## config.mk

```make
export PLATFORM = sky130hd
export DESIGN_NAME = radio_tx_frame_builder_top
export DESIGN_NICKNAME = d
export VERILOG_FILES = /design/src/hdl/rtfb_pkg.sv /design/src/hdl/radio_tx_frame_builder_top.sv /design/src/hdl/rtfb_hex_parse.sv
export VERILOG_INCLUDE_DIRS = /design/src /design/src/hdl
export SDC_FILE = /design/constraint.sdc
export NUM_CORES = 1
export LEC_CHECK = 0
export BUFFER_PORTS_ARGS = -buffer_cell sky130_fd_sc_hd__buf_2
export CAP_MARGIN = 20
export CORE_MARGIN = 2
export CORE_UTILIZATION = 30
export CTS_BUF_LIST = sky130_fd_sc_hd__clkbuf_4
export DETAILED_ROUTE_END_ITERATION = 8
export PLACE_DENSITY_LB_ADDON = 0.08
export REMOVE_ABC_BUFFERS = 1
export SYNTH_ARGS = -nofsm -noshare
export SYNTH_HDL_FRONTEND = slang
export SYNTH_SLANG_ARGS = --single-unit
```

## constraint.sdc

```tcl
create_clock -name clk -period 15 [get_ports clk]
set_input_delay 0.75 -clock clk [delete_from_list [all_inputs] [get_ports clk]]
set_output_delay 0.75 -clock clk [all_outputs]
set_load 0.02 [all_outputs]
```

## src/hdl/assert_macros.svh

```systemverilog
`ifndef ASSERT_MACROS_SVH
`define ASSERT_MACROS_SVH

// Concurrent checks sampled on clk and switched off while rst is high.

`define ASSERT_ALWAYS(label, expr, msg) \
  label: assert property (@(posedge clk) disable iff (rst) (expr)) else $error(msg);

`define ASSERT_IMPLY(label, ante, cons, msg) \
  label: assert property (@(posedge clk) disable iff (rst) (ante) |-> (cons)) else $error(msg);

`define ASSERT_NEXT(label, ante, cons, msg) \
  label: assert property (@(posedge clk) disable iff (rst) (ante) |=> (cons)) else $error(msg);

`endif

```

## src/hdl/rtfb_pkg.sv

```systemverilog
package rtfb_pkg;

  localparam int unsigned POS_W = 5;
  typedef logic [POS_W-1:0] pos_t;

  localparam pos_t POS_START      = pos_t'(0);
  localparam pos_t POS_LEN_HI     = pos_t'(1);
  localparam pos_t POS_LEN_LO     = pos_t'(2);
  localparam pos_t POS_TYPE       = pos_t'(3);
  localparam pos_t POS_ID         = pos_t'(4);
  localparam pos_t POS_ADDR_LAST  = pos_t'(12);
  localparam pos_t POS_OPT        = pos_t'(13);
  localparam pos_t POS_TAG        = pos_t'(14);
  localparam pos_t POS_VAL_FIRST  = pos_t'(15);
  localparam pos_t POS_VAL_LAST   = pos_t'(26);
  localparam pos_t POS_CSUM       = pos_t'(27);

  localparam logic [7:0] START_DELIM = 8'h7E;
  localparam logic [7:0] LEN_HI      = 8'h00;
  localparam logic [7:0] LEN_LO      = 8'h18;
  localparam logic [7:0] FRAME_TYPE  = 8'h00;

  localparam logic [7:0] FRAME_ID_RESET    = 8'h01;
  localparam logic [7:0] TX_OPTIONS_RESET  = 8'h10;
  localparam logic [7:0] PAYLOAD_TAG_RESET = 8'hA0;

  localparam logic [7:0] CHAR_DIGIT_0 = 8'd48;
  localparam logic [7:0] CHAR_DIGIT_9 = 8'd57;
  localparam logic [7:0] CHAR_LOWER_A = 8'd97;
  localparam logic [7:0] CHAR_LOWER_F = 8'd102;

  typedef enum logic [1:0] {
    CFG_FRAME_ID    = 2'd0,
    CFG_TX_OPTIONS  = 2'd1,
    CFG_PAYLOAD_TAG = 2'd2
  } cfg_idx_t;

  typedef struct packed {
    logic [63:0] address;
    logic [95:0] values;
    logic        bad;
  } cmd_t;

  // Returns {bad, nibble}; a character that is not lowercase hex decodes to zero.
  function automatic logic [4:0] hex_nibble(input logic [7:0] c);
    logic [7:0] diff;
    diff = 8'd0;
    if (c >= CHAR_DIGIT_0 && c <= CHAR_DIGIT_9) begin
      diff = c - CHAR_DIGIT_0;
      return {1'b0, diff[3:0]};
    end else if (c >= CHAR_LOWER_A && c <= CHAR_LOWER_F) begin
      diff = c - CHAR_LOWER_A + 8'd10;
      return {1'b0, diff[3:0]};
    end
    return {1'b1, diff[3:0]};
  endfunction

endpackage

```

## src/hdl/radio_tx_frame_builder_top.sv

```systemverilog
// Transmit-request framer: each command beat (sixteen lowercase hex address characters and three
// 32-bit values) becomes a 28-byte frame sent one byte per output beat, ending with the checksum
// beat that carries last_byte. The serializer emits one byte per cycle while the output is not
// stalled. One decoded command waits in a buffer while the previous frame is sent, and the first
// byte of a frame passes from that buffer through the held command to the output register. A
// command with any address character that is not lowercase hex decodes those nibbles as zero and
// raises bad_address_char on every byte of its frame. Configuration writes take effect on frames
// sent afterwards and should be made only while the block is idle.
`include "assert_macros.svh"

module radio_tx_frame_builder_top
  import rtfb_pkg::*;
(
  input  logic        clk,
  input  logic        rst,
  input  logic        cfg_write,
  input  logic [1:0]  cfg_index,
  input  logic [7:0]  cfg_data,
  input  logic        cmd_valid,
  output logic        cmd_stall,
  input  logic [63:0] address_text_high,
  input  logic [63:0] address_text_low,
  input  logic [31:0] speed_x_bits,
  input  logic [31:0] speed_y_bits,
  input  logic [31:0] turn_rate_bits,
  output logic        byte_valid,
  input  logic        byte_stall,
  output logic [7:0]  frame_byte,
  output logic        last_byte,
  output logic        bad_address_char
);

  logic [7:0] frame_id;
  logic [7:0] tx_options;
  logic [7:0] payload_tag;

  cmd_t        parsed;
  cmd_t        pend;
  logic        pend_valid;
  cmd_t        held;
  logic        active;
  pos_t        pos;
  logic [7:0]  sum;

  logic        take;
  logic        out_free;
  logic        step;
  logic        last_step;
  logic        load;
  logic [7:0]  cur_byte;
  logic        in_sum;
  pos_t        addr_diff;
  pos_t        val_diff;

  rtfb_hex_parse u_parse (
    .text_high (address_text_high),
    .text_low  (address_text_low),
    .address   (parsed.address),
    .bad       (parsed.bad)
  );

  assign parsed.values = {turn_rate_bits, speed_y_bits, speed_x_bits};

  always_ff @(posedge clk) begin
    if (rst) begin
      frame_id    <= FRAME_ID_RESET;
      tx_options  <= TX_OPTIONS_RESET;
      payload_tag <= PAYLOAD_TAG_RESET;
    end else if (cfg_write) begin
      case (cfg_idx_t'(cfg_index))
        CFG_FRAME_ID:    frame_id    <= cfg_data;
        CFG_TX_OPTIONS:  tx_options  <= cfg_data;
        CFG_PAYLOAD_TAG: payload_tag <= cfg_data;
        default: ;
      endcase
    end
  end

  assign cmd_stall = pend_valid;
  assign take      = cmd_valid && !cmd_stall;
  assign out_free  = !byte_valid || !byte_stall;
  assign step      = active && out_free;
  assign last_step = step && (pos == POS_CSUM);
  assign load      = pend_valid && (!active || last_step);

  assign addr_diff = POS_ADDR_LAST - pos;
  assign val_diff  = pos - POS_VAL_FIRST;
  assign in_sum    = (pos >= POS_TYPE) && (pos <= POS_VAL_LAST);

  always_comb begin
    if (pos == POS_START) begin
      cur_byte = START_DELIM;
    end else if (pos == POS_LEN_HI) begin
      cur_byte = LEN_HI;
    end else if (pos == POS_LEN_LO) begin
      cur_byte = LEN_LO;
    end else if (pos == POS_TYPE) begin
      cur_byte = FRAME_TYPE;
    end else if (pos == POS_ID) begin
      cur_byte = frame_id;
    end else if (pos <= POS_ADDR_LAST) begin
      cur_byte = held.address[{addr_diff[2:0], 3'b000} +: 8];
    end else if (pos == POS_OPT) begin
      cur_byte = tx_options;
    end else if (pos == POS_TAG) begin
      cur_byte = payload_tag;
    end else if (pos <= POS_VAL_LAST) begin
      cur_byte = held.values[{val_diff[3:0], 3'b000} +: 8];
    end else begin
      cur_byte = ~sum;
    end
  end

  always_ff @(posedge clk) begin
    if (rst) begin
      pend_valid <= 1'b0;
    end else if (take) begin
      pend_valid <= 1'b1;
    end else if (load) begin
      pend_valid <= 1'b0;
    end
  end

  always_ff @(posedge clk) begin
    if (take) begin
      pend <= parsed;
    end
    if (load) begin
      held <= pend;
    end
  end

  always_ff @(posedge clk) begin
    if (rst) begin
      active <= 1'b0;
      pos    <= POS_START;
      sum    <= 8'd0;
    end else if (load) begin
      active <= 1'b1;
      pos    <= POS_START;
      sum    <= 8'd0;
    end else if (step) begin
      if (last_step) begin
        active <= 1'b0;
        pos    <= POS_START;
      end else begin
        pos <= pos + pos_t'(1);
      end
      if (in_sum) begin
        sum <= sum + cur_byte;
      end
    end
  end

  always_ff @(posedge clk) begin
    if (rst) begin
      byte_valid <= 1'b0;
    end else if (step) begin
      byte_valid <= 1'b1;
    end else if (!byte_stall) begin
      byte_valid <= 1'b0;
    end
  end

  always_ff @(posedge clk) begin
    if (step) begin
      frame_byte       <= cur_byte;
      last_byte        <= (pos == POS_CSUM);
      bad_address_char <= held.bad;
    end
  end

  `ASSERT_ALWAYS(a_pos_range, !active || pos <= POS_CSUM, "byte position ran past the checksum")
  `ASSERT_NEXT(a_start_frame, pend_valid && !active, active && pos == POS_START, "buffered command did not start a frame")
  `ASSERT_NEXT(a_bad_steady, byte_valid && !byte_stall && !last_byte, bad_address_char == $past(bad_address_char), "bad flag changed inside a frame")

endmodule

```

## src/hdl/rtfb_hex_parse.sv

```systemverilog
module rtfb_hex_parse
  import rtfb_pkg::*;
(
  input  logic [63:0] text_high,
  input  logic [63:0] text_low,
  output logic [63:0] address,
  output logic        bad
);

  logic [127:0] text;
  logic [15:0]  bad_bits;

  assign text = {text_high, text_low};

  for (genvar k = 0; k < 16; k++) begin : g_char
    assign {bad_bits[k], address[63-4*k -: 4]} = hex_nibble(text[127-8*k -: 8]);
  end

  assign bad = |bad_bits;

endmodule

```

==> results of run 1 <==
## cells in the final DEF, fill, tap and decap left out, types with 10 or more instances in the layout
cell,netlist,layout
inv_1,64,64
nor3b_1,14,14
mux4_2,40,40
a31oi_1,15,15
buf_2,7,250
nand3b_1,11,11
clkinv_1,0,12
dfxtp_1,40,39
clkbuf_4,0,149
nor2_1,107,107
edfxtp_1,332,332
a21oi_1,49,49
o21ai_0,63,63
nand2b_1,10,10
nand2_1,80,80
o22a_1,10,10
a311oi_1,13,13
ha_1,72,71
nor3_1,13,13
nor2b_1,21,20
mux2i_1,34,34
and4b_1,13,13
buf_4,1,10
## where the power goes
part / internal (mW) / switching [mW] / total (mW)
Combinational: 0.0838 / 0.116 / 0.200
Sequential: 1.20 / 0.0267 / 1.23
Clock: 0.448 / 0.402 / 0.850
Total: 1.74 / 0.545 / 2.28
## synth_stat cells, types with 5 or more instances
| cell | n |
|---|---|
| edfxtp_1 | 332 |
| nor2_1 | 107 |
| nand2_1 | 80 |
| ha_1 | 72 |
| inv_1 | 64 |
| o21ai_0 | 63 |
| a21oi_1 | 49 |
| dfxtp_1 | 40 |
| mux4_2 | 40 |
| mux2i_1 | 34 |
| clkbuf_1 | 27 |
| nor2b_1 | 21 |
| a31oi_1 | 15 |
| nor3b_1 | 14 |
| a311oi_1 | 13 |
| and4b_1 | 13 |
| nor3_1 | 13 |
| nand3b_1 | 11 |
| nand2b_1 | 10 |
| o22a_1 | 10 |
| a211oi_1 | 9 |
| a22o_1 | 9 |
| o22ai_1 | 9 |
| or4b_2 | 9 |
| a22oi_1 | 8 |
| nand3_1 | 8 |
| buf_2 | 7 |
| or3_1 | 7 |
| xnor2_1 | 7 |
| a211o_1 | 6 |
| and2_1 | 5 |
## stage by stage
step	setup slack (ns)	instance area [um2]
global placement	9.26	18500
finish	9.53	19700
detailed placement	9.44	18500
floorplan	6.59	16300
CTS	9.41	19700
global route	9.04	19700
## kinds of logic after synthesis
kind of cell / after synthesis / share of synthesized area
fa+ha+maj: 73 / 0.0560
simple gates: 318 / 0.101
xor+xnor: 10 / 0.00533
compound gates: 214 / 0.0825
buf+inv: 101 / 0.0238
flops: 372 / 0.655
mux: 76 / 0.0769
## worst reg2reg max path, stage by stage, from the launching register on
cell	delay (ns)
dfxtp_4	0.98
inv_1	0.23
ha_2	0.83
buf_12	0.28
mux4_2	0.34
nand2_1	0.09
a21oi_1	0.09
a311oi_1	0.33
a21oi_1	0.07
o21ai_1	0.13
nand2_1	0.12
ha_1	0.31
a21o_1	0.11
a21oi_1	0.09
o21ai_0	0.27
o221ai_1	0.20
or4b_1	0.48
nand2_1	0.08
mux2_1	0.32
## routing by layer
metal / track usage / vias up / wire length, um
met1: 0.187 / 5156 / 18300
met3: 0.0338 / 45 / 2110
met4: 0.0534 / 0 / 790
li1: - / 5136 / -
met2: 0.254 / 281 / 21100
met5: 0 / - / 0
## registers in the layout, summed over array words and instances, names as in the netlist, 5 cells and up
register / cells
frame_byte: 8
held: 161
frame_id: 8
sum: 8
tx_options: 8
pend: 161
payload_tag: 8
pos: 5
## worst max path at each step
stage,endpoint,cells past startpoint,slack (ns)
2_1_floorplan,pend[0],1,6.59
3_3_place_gp,sum[7],17,9.26
3_5_place_dp,sum[7],18,9.44
4_1_cts,sum[7],18,9.41
5_1_grt,sum[7],18,9.04
6_report,sum[7],18,9.53
## area by class of cell
class / count / area [um2] / area share
Multi-Input combinational cell: 691 / 5300 / 0.269
Sequential cell: 372 / 10800 / 0.546
Clock buffer: 149 / 1120 / 0.0567
Timing Repair Buffer: 261 / 1350 / 0.0683
Tap cell: 696 / 871 / 0.0441
Antenna cell: 1 / 2.50 / 0.000127
Inverter: 64 / 240 / 0.0122
Clock inverter: 18 / 71.3 / 0.00362
==> metrics.cfg, run 1 <==
[drt]
route.detailed.drc = 0
drtIter0Drc = 536
first_pass_iters = 5
routed-via-count = 10618
avgViaCountPerCell = 4.71
post_drt_wl_per_cell_um = 18.8
antenna_left = 0
totalWireLength_mm = 42.2

[placed_design]
place_hpwl_mm = 30.4
io_buffer_count = 250
gp_congestion = 0.788
place.detailed.instances = 2084

[yosys]
ys_warn_count = 0
syn-cell-area_mm2 = 0.0164
netlist_instances = 1164
ys_top_cells_by_area = edfxtp_1 (61%), ha_1 (5.5%), mux4_2 (5.5%)
ys_ff_latch = 372
synth_seq_area_share = 0.655
ys_types = 61
avgSynthCellArea_um2 = 14.1
synth-async-reset-ratio = 0
netlist.area_leader.share = 0.606
synth_edf_count = 332
synth.largest_area_cell = edfxtp_1
ys.flop_type = edfxtp_1

[setup_path]
timing.rr.start = pos[0]
critical_path.top_delay_family = compound AO/OA/AOI/OAI gates
crit_chain = inv_1 > ha_2 > buf_12 > mux4_2 > nand2_1 > a21oi_1 > a311oi_1 > a21oi_1 > o21ai_1 > nand2_1 > ha_1 > a21o_1 > a21oi_1 > o21ai_0 > o221ai_1 > or4b_1 > nand2_1 > mux2_1
ff2ff_path_depth = 18
critPathLaunchType = register
crit_start = pos[0]
r2r_slack_ns = 9.53
cp_max_fo = 46
critPathKind = register to register
cp_num_buf_inv = 2
crit_slowest_cell = dfxtp_4
cp_data_arrival_time_ns = 6.12
worstSetupEndpointType = register
slowest_delay_ns = 0.98
r2r-end = sum[7]
cp_data_required_time_ns = 15.66

[power_and_ir_drop]
leakage_nw = 7.61
peakVddDrop_mv = 0.0365
power_mw = 2.28
powerDensity_mw_per_mm2 = 116

[clocking]
cts_tree = yes
numCtsBuffers = 98
clkLatencyLatePin_ns = 0.78
root_buffer = clkbuf_4
htree_num_levels = 3
cts_setup_buffers = 0
post_cts_resized = 0
path_clk_slew_ns = 0.07
clock_path_buffers = 3
ctsHoldBuffers = 0
cts_sinks = 372

[global_routing]
grt_pass1_wl_mm = 63.9
grt_max_degree = 77
grt_usage = 0.150
grt_pass1_vias = 10943
antenna_found_initial = 1
overflow = 0

[layout]
syn2layout_area_growth_pct = 20.0
final_cells = 2252
fillers = 5260
drive_gt1_frac = 0.305
nets = 1800
final_core_util = 0.365

[timing]
period_minus_slack_ns = 5.47
fin_worst_skew_ns = 0.0472
worst_pin_slew_ns = 1.03
rsz0062_at_grt = false
finalHoldViolations = 0
slew_headroom = 0.317
min_period_over_period = 0.365
whs_ns = 0.153
finalSetupViolations = 0
tns_ns = 0
fmax_mhz = 183
maxSlewViolCount = 0

[min_path]
holdPathStages = 1
whs_endpoint = pend[40]
hp-start = speed_y_bits[7]
worstHoldPathType = input port to register

[floorplanning]
pin_count = 251
die_area_mm2 = 0.0567
die_w_um = 238
initial_utilization = 0.304
rows = 85
core_mm2 = 0.0540
dieHeight_um = 238

[status]
status = finished, final reports clean

[job]
maxCapViolations = 0

(Power assumes the default switching activity.)
==> inputs of run 2 (changes only) <==
- clock period: 15 -> 5.1 ns (I/O delays scaled with it)
==> run 2 against run 1 <==
Compared with the run above:
- wire length increased by 4.3%
- final cell count rose by 11%
- worst setup slack worse by 9.0 ns
- via count is 9.1% higher
==> metrics.cfg, run 2 (synthesized netlist as in run 1, its figures left out) <==
[status]
status = finished, final reports clean  ; unchanged

[drt]
drtIter0Drc = 702  ; was 536
totalWireLength_mm = 44.1  ; was 42.2 mm
route.detailed.drc = 0  ; unchanged
first_pass_iters = 5  ; unchanged
antenna_left = 0  ; unchanged
avgViaCountPerCell = 4.65  ; was 4.71
routed-via-count = 11585  ; was 10.6k
post_drt_wl_per_cell_um = 17.7  ; was 18.8 um

[timing]
min_period_over_period = 0.889  ; was 0.365
tns_ns = 0  ; unchanged
finalSetupViolations = 0  ; unchanged
finalHoldViolations = 0  ; unchanged
maxSlewViolCount = 0  ; unchanged
worst_pin_slew_ns = 0.966  ; was 1.03 ns
fmax_mhz = 221  ; was 183 MHz
setup_slack_ns = 0.566  ; was 9.53 ns
period_minus_slack_ns = 4.53  ; was 5.47 ns
fin_worst_skew_ns = 0.0538  ; was 0.0472 ns
whs_ns = 0.113  ; was 0.153 ns
rsz0062_at_grt = false  ; unchanged
slew_headroom = 0.356  ; was 0.317

[floorplanning]
die_w_um = 238  ; unchanged
dieHeight_um = 238  ; unchanged
core_mm2 = 0.0540  ; unchanged
pin_count = 251  ; unchanged
rows = 85  ; unchanged
initial_utilization = 0.304  ; unchanged
die_area_mm2 = 0.0567  ; unchanged

[clocking]
clock_path_buffers = 3  ; unchanged
path_clk_slew_ns = 0.06  ; was 0.07 ns
root_buffer = clkbuf_4  ; unchanged
cts_setup_buffers = 0  ; unchanged
numCtsBuffers = 101  ; was 98
ctsHoldBuffers = 217  ; was 0
cts_sinks = 372  ; unchanged
clkLatencyLatePin_ns = 0.79  ; was 0.78 ns
post_cts_resized = 0  ; unchanged
cts_tree = yes  ; unchanged
htree_num_levels = 3  ; unchanged

[setup_path]
cp_data_required_time_ns = 5.78  ; was 15.66 ns
critPathLaunchType = register  ; unchanged
critPathKind = register to register  ; unchanged
cp_data_arrival_time_ns = 5.21  ; was 6.12 ns
worstSetupEndpointType = register  ; unchanged
cp_max_fo = 16  ; was 46

[placed_design]
dp_slack_ns = 0.594  ; was 9.44 ns
gp_congestion = 0.873  ; was 0.788
io_buffer_count = 250  ; unchanged
place_hpwl_mm = 31.0  ; was 30.4 mm

[min_path]
worstHoldPathType = input port to register  ; unchanged

[global_routing]
grt_usage = 0.156  ; was 0.150
grt_pass1_wl_mm = 67.8  ; was 63.9 mm
overflow = 0  ; unchanged
grt_max_degree = 93  ; was 77
grt_pass1_vias = 12210  ; was 10.9k
antenna_found_initial = 2  ; was 1

[power_and_ir_drop]
peakVddDrop_mv = 0.121  ; was 0.0365 mV
power_mw = 7.06  ; was 2.28 mW
powerDensity_mw_per_mm2 = 319  ; was 116 mW/mm2
leakage_nw = 8.72  ; was 7.61 nW

[layout]
mostFrequentLayoutCells = edfxtp_1 (332), buf_2 (250), dlygate4sd3_1 (217), clkbuf_4 (160), nor2_1 (107)  ; was edfxtp_1 (332), buf_2 (250), clkbuf_4 (149), nor2_1 (107), nand2_1 (80)
syn2layout_area_growth_pct = 34.5  ; was 20.0%
nets = 2028  ; was 1800
drive_gt1_frac = 0.276  ; was 0.305
final_core_util = 0.409  ; was 0.365
layout_commonest_cell = edfxtp_1  ; unchanged
top_regs = held x161, pend x161  ; unchanged

[job]
maxCapViolations = 0  ; unchanged

[run 2: cell count changes in the layout (fill, tap and decap cells not counted), sizes merged]
cell         before  now
clkinv           12   14
clkinvlp          1    2
diode             1    4
dlygate4sd3       0  217
buf             261  269
clkbuf          149  160
bufinv            0    2
inv              69   67
[run 2: routing by layer]
| layer | vias to the layer above | routed length [um] | global-route usage |
|---|---|---|---|
| met5 | - | 0 | 0 |
| met4 | 0 | 828 | 0.0468 |
| met3 | 73 | 1930 | 0.0319 |
| met2 | 298 | 22400 | 0.277 |
| met1 | 5609 | 18900 | 0.191 |
| li1 | 5605 | - | - |
[run 2: critical path, cell delays in order, from the launching register on]
cell,delay [ns]
dfxtp_1,0.45
inv_1,0.11
ha_2,0.58
buf_4,0.33
mux4_2,0.34
mux2i_1,0.32
a21oi_1,0.15
a221o_1,0.34
ha_1,0.34
a21oi_1,0.10
o21ai_0,0.31
o221ai_1,0.20
or4b_1,0.49
nand2_1,0.08
mux2_1,0.32
[run 2: path summary, 6_finish.rpt]
| check | startpoint | endpoint | slack, ns | depth (start not counted) |
|---|---|---|---|---|
| worst max-delay path | pos[1] | sum[7] | 0.57 | 14 |
| worst min-delay path | address_text_low[55] | pend[121] | 0.11 | 5 |
| worst max register to register | pos[1] | sum[7] | 0.57 | 14 |
| worst min register to register | pend[3] | held[3] | 0.40 | 0 |
[run 2: through the flow]
stage | area, um2 | instances
2_1_floorplan | 16300 | 1127
3_3_place_gp | 18600 | 2091
3_5_place_dp | 18600 | 2092
4_1_cts | 22100 | 2490
5_1_grt | 22100 | 2492
6_report | 22100 | 2494
[run 2: final cells by class]
cell class              instances  area [um2]
fillers                      5153       31900
diodes                          4        10.0
clock buffers                 160        1200
flip-flops and latches        372       10800
inverters                      64         240
clock inverters                21         140
well taps                     696         871
multi-input cells             691        5300
repair buffers                486        3570
[run 2: where the power goes]
group | switching [mW] | leakage (nW) | internal, mW
clock network | 1.21 | 0.802 | 1.51
registers | 0.0681 | 3.48 | 3.54
logic | 0.384 | 4.44 | 0.350
total | 1.66 | 8.72 | 5.40
==> inputs of run 3 (changes only) <==
- MAX_ROUTING_LAYER: default -> met4
==> run 3 against run 2 <==
Compared with the run above:
- final area unchanged
- sequential share of layout area unchanged
- critical path depth unchanged
- global-route usage increased by 0.45 points
- largest cell class unchanged
==> metrics.cfg, run 3 (synthesized netlist as in run 1, its figures left out) <==
[placed_design]
place_hpwl_mm = 31.0  ; unchanged
gp_congestion = 0.887  ; was 0.873
io_buffer_count = 250  ; unchanged
place_area_mm2 = 0.0186  ; unchanged

[setup_path]
critical_path.top_delay_family = compound AO/OA/AOI/OAI gates  ; unchanged
critPathKind = register to register  ; unchanged
cp_num_buf_inv = 2  ; unchanged
cp_data_arrival_time_ns = 5.20  ; was 5.21 ns
cp_common_cell = a21oi_1  ; unchanged
cp_max_fo = 16  ; unchanged
slowest_delay_ns = 0.58  ; about the same
worstSetupEndpointType = register  ; unchanged
cp_data_required_time_ns = 5.79  ; was 5.78 ns
crit_slowest_cell = ha_2  ; unchanged
crit_chain = inv_1 > ha_2 > buf_4 > mux4_2 > mux2i_1 > a21oi_1 > a221o_1 > ha_1 > a21oi_1 > o21ai_0 > o221ai_1 > or4b_1 > nand2_1 > mux2_1  ; unchanged
critPathLaunchType = register  ; unchanged

[floorplanning]
initial_utilization = 0.304  ; unchanged
rows = 85  ; unchanged
pin_count = 251  ; unchanged
die_area_mm2 = 0.0567  ; unchanged
core_mm2 = 0.0540  ; unchanged
dieHeight_um = 238  ; unchanged
die_w_um = 238  ; unchanged

[layout]
final_core_util = 0.409  ; unchanged
nets = 2028  ; unchanged
layout_commonest_cell = edfxtp_1  ; unchanged
drive_gt1_frac = 0.276  ; unchanged
fin_area_mm2 = 0.0221  ; unchanged
fillers = 5154  ; was 5153
top_regs = held x161, pend x161  ; unchanged
syn2layout_area_growth_pct = 34.5  ; unchanged
mostFrequentLayoutCells = edfxtp_1 (332), buf_2 (250), dlygate4sd3_1 (217), clkbuf_4 (160), nor2_1 (107)  ; unchanged

[global_routing]
grt_use_met2 = 0.277  ; about the same
antenna_found_initial = 1  ; was 2
met1_usage = 0.191  ; about the same
grt_pass1_wl_mm = 67.8  ; about the same
grt.busiest_layer = met2  ; unchanged
grt_pass1_vias = 12201  ; about the same
grt_usage = 0.161  ; was 0.156
grt_max_degree = 93  ; unchanged
overflow = 0  ; unchanged
use_met3 = 0.0305  ; was 0.0319

[timing]
tns_ns = 0  ; unchanged
fin_worst_skew_ns = 0.0553  ; was 0.0538 ns
maxSlewViolCount = 0  ; unchanged
period_minus_slack_ns = 4.51  ; was 4.53 ns
slew_headroom = 0.354  ; was 0.356
fmax_mhz = 221  ; about the same
min_period_over_period = 0.885  ; was 0.889
finalHoldViolations = 0  ; unchanged
finalSetupViolations = 0  ; unchanged
worst_pin_slew_ns = 0.969  ; was 0.966 ns
rsz0062_at_grt = false  ; unchanged

[status]
status = finished, final reports clean  ; unchanged

[clocking]
clkLatencyLatePin_ns = 0.80  ; was 0.79 ns
cts_tree = yes  ; unchanged
clock_path_buffers = 3  ; unchanged
htree_num_levels = 3  ; unchanged
root_buffer = clkbuf_4  ; unchanged
cts_sinks = 372  ; unchanged
numCtsBuffers = 101  ; unchanged
path_clk_slew_ns = 0.06  ; about the same

[drt]
avgViaCountPerCell = 4.65  ; about the same
route.detailed.drc = 0  ; unchanged
routed-via-count = 11588  ; about the same
antenna_left = 0  ; unchanged
totalWireLength_mm = 44.0  ; was 44.1 mm
drtIter0Drc = 656  ; was 702
first_pass_iters = 5  ; unchanged
post_drt_wl_per_cell_um = 17.7  ; about the same

[power_and_ir_drop]
power_frac_clock = 0.385  ; about the same
p_int_mw = 5.40  ; about the same
pwr-share-comb = 0.104  ; about the same
peakVddDrop_mv = 0.121  ; about the same
powerDensity_mw_per_mm2 = 319  ; about the same
p_seq_frac = 0.511  ; about the same
leakage_nw = 8.72  ; unchanged
switching_power_mw = 1.66  ; about the same
netSwitchingFraction = 0.235  ; about the same

[job]
maxCapViolations = 0  ; unchanged

[min_path]
worstHoldPathType = input port to register  ; unchanged

run 3: cell counts in the layout (fill, tap and decap cells not counted):
No cell type changed its count.
run 3: tightest hold or removal path: stages:
cell	delay [ns]
buf_2	0.09
a311oi_1	0.07
nor2_1	0.19
nor2_1	0.08
run 3: path summary, 6_finish.rpt:
check	startpoint	endpoint	slack, ns	depth (start not counted)
worst max-delay path	pos[1]	sum[7]	0.59	14
worst min register to register	pend[3]	held[3]	0.40	0
worst max register to register	pos[1]	sum[7]	0.59	14
worst min-delay path	address_text_low[20]	pend[108]	0.10	4
run 3: area by class of cell:
| cell class | count | area, um2 | area share |
|---|---|---|---|
| sequential | 372 | 10800 | 0.487 |
| multi-input combinational | 691 | 5300 | 0.240 |
| timing repair buffer | 486 | 3570 | 0.162 |
| clock buffer | 160 | 1200 | 0.0543 |
| tap | 696 | 871 | 0.0394 |
| inverter | 64 | 240 | 0.0109 |
| clock inverter | 21 | 140 | 0.00634 |
| antenna | 4 | 10.0 | 0.000453 |
run 3: per-layer routing:
metal	wire length [um]	vias to the layer above
met5	0	-
met2	22300	281
met1	19000	5629
met3	1790	73
li1	-	5605
met4	874	0
run 3: per-stage QoR:
| stage | power, mW | cells | worst slack (ns) | hold slack (ns) |
|---|---|---|---|---|
| finish | 7.06 | 2494 | 0.585 | 0.103 |
| global route | 7.44 | 2491 | 0.348 | 0.0579 |
| CTS | 7.21 | 2490 | 0.590 | 0.0183 |
| detailed placement | 4.30 | 2092 | 0.594 | 0.405 |
| global placement | 4.30 | 2091 | 0.622 | 0.401 |
| floorplan | 4.01 | 1127 | -3.05 | 0.324 |
run 3: power groups by stage:
stage / clock network (mW) / registers [mW] / logic, mW
3_3_place_gp: 0 / 3.68 / 0.616
3_5_place_dp: 0 / 3.68 / 0.624
4_1_cts: 2.85 / 3.61 / 0.745
2_1_floorplan: 0 / 3.68 / 0.327
5_1_grt: 3.00 / 3.62 / 0.810
6_report: 2.72 / 3.61 / 0.734
run 3: repair_timing:
action / CTS / global route
resized for setup: 0 / 0
setup buffers: 0 / 0
hold buffers: 217 / 0
endpoints found under the hold margin: 188 / 0
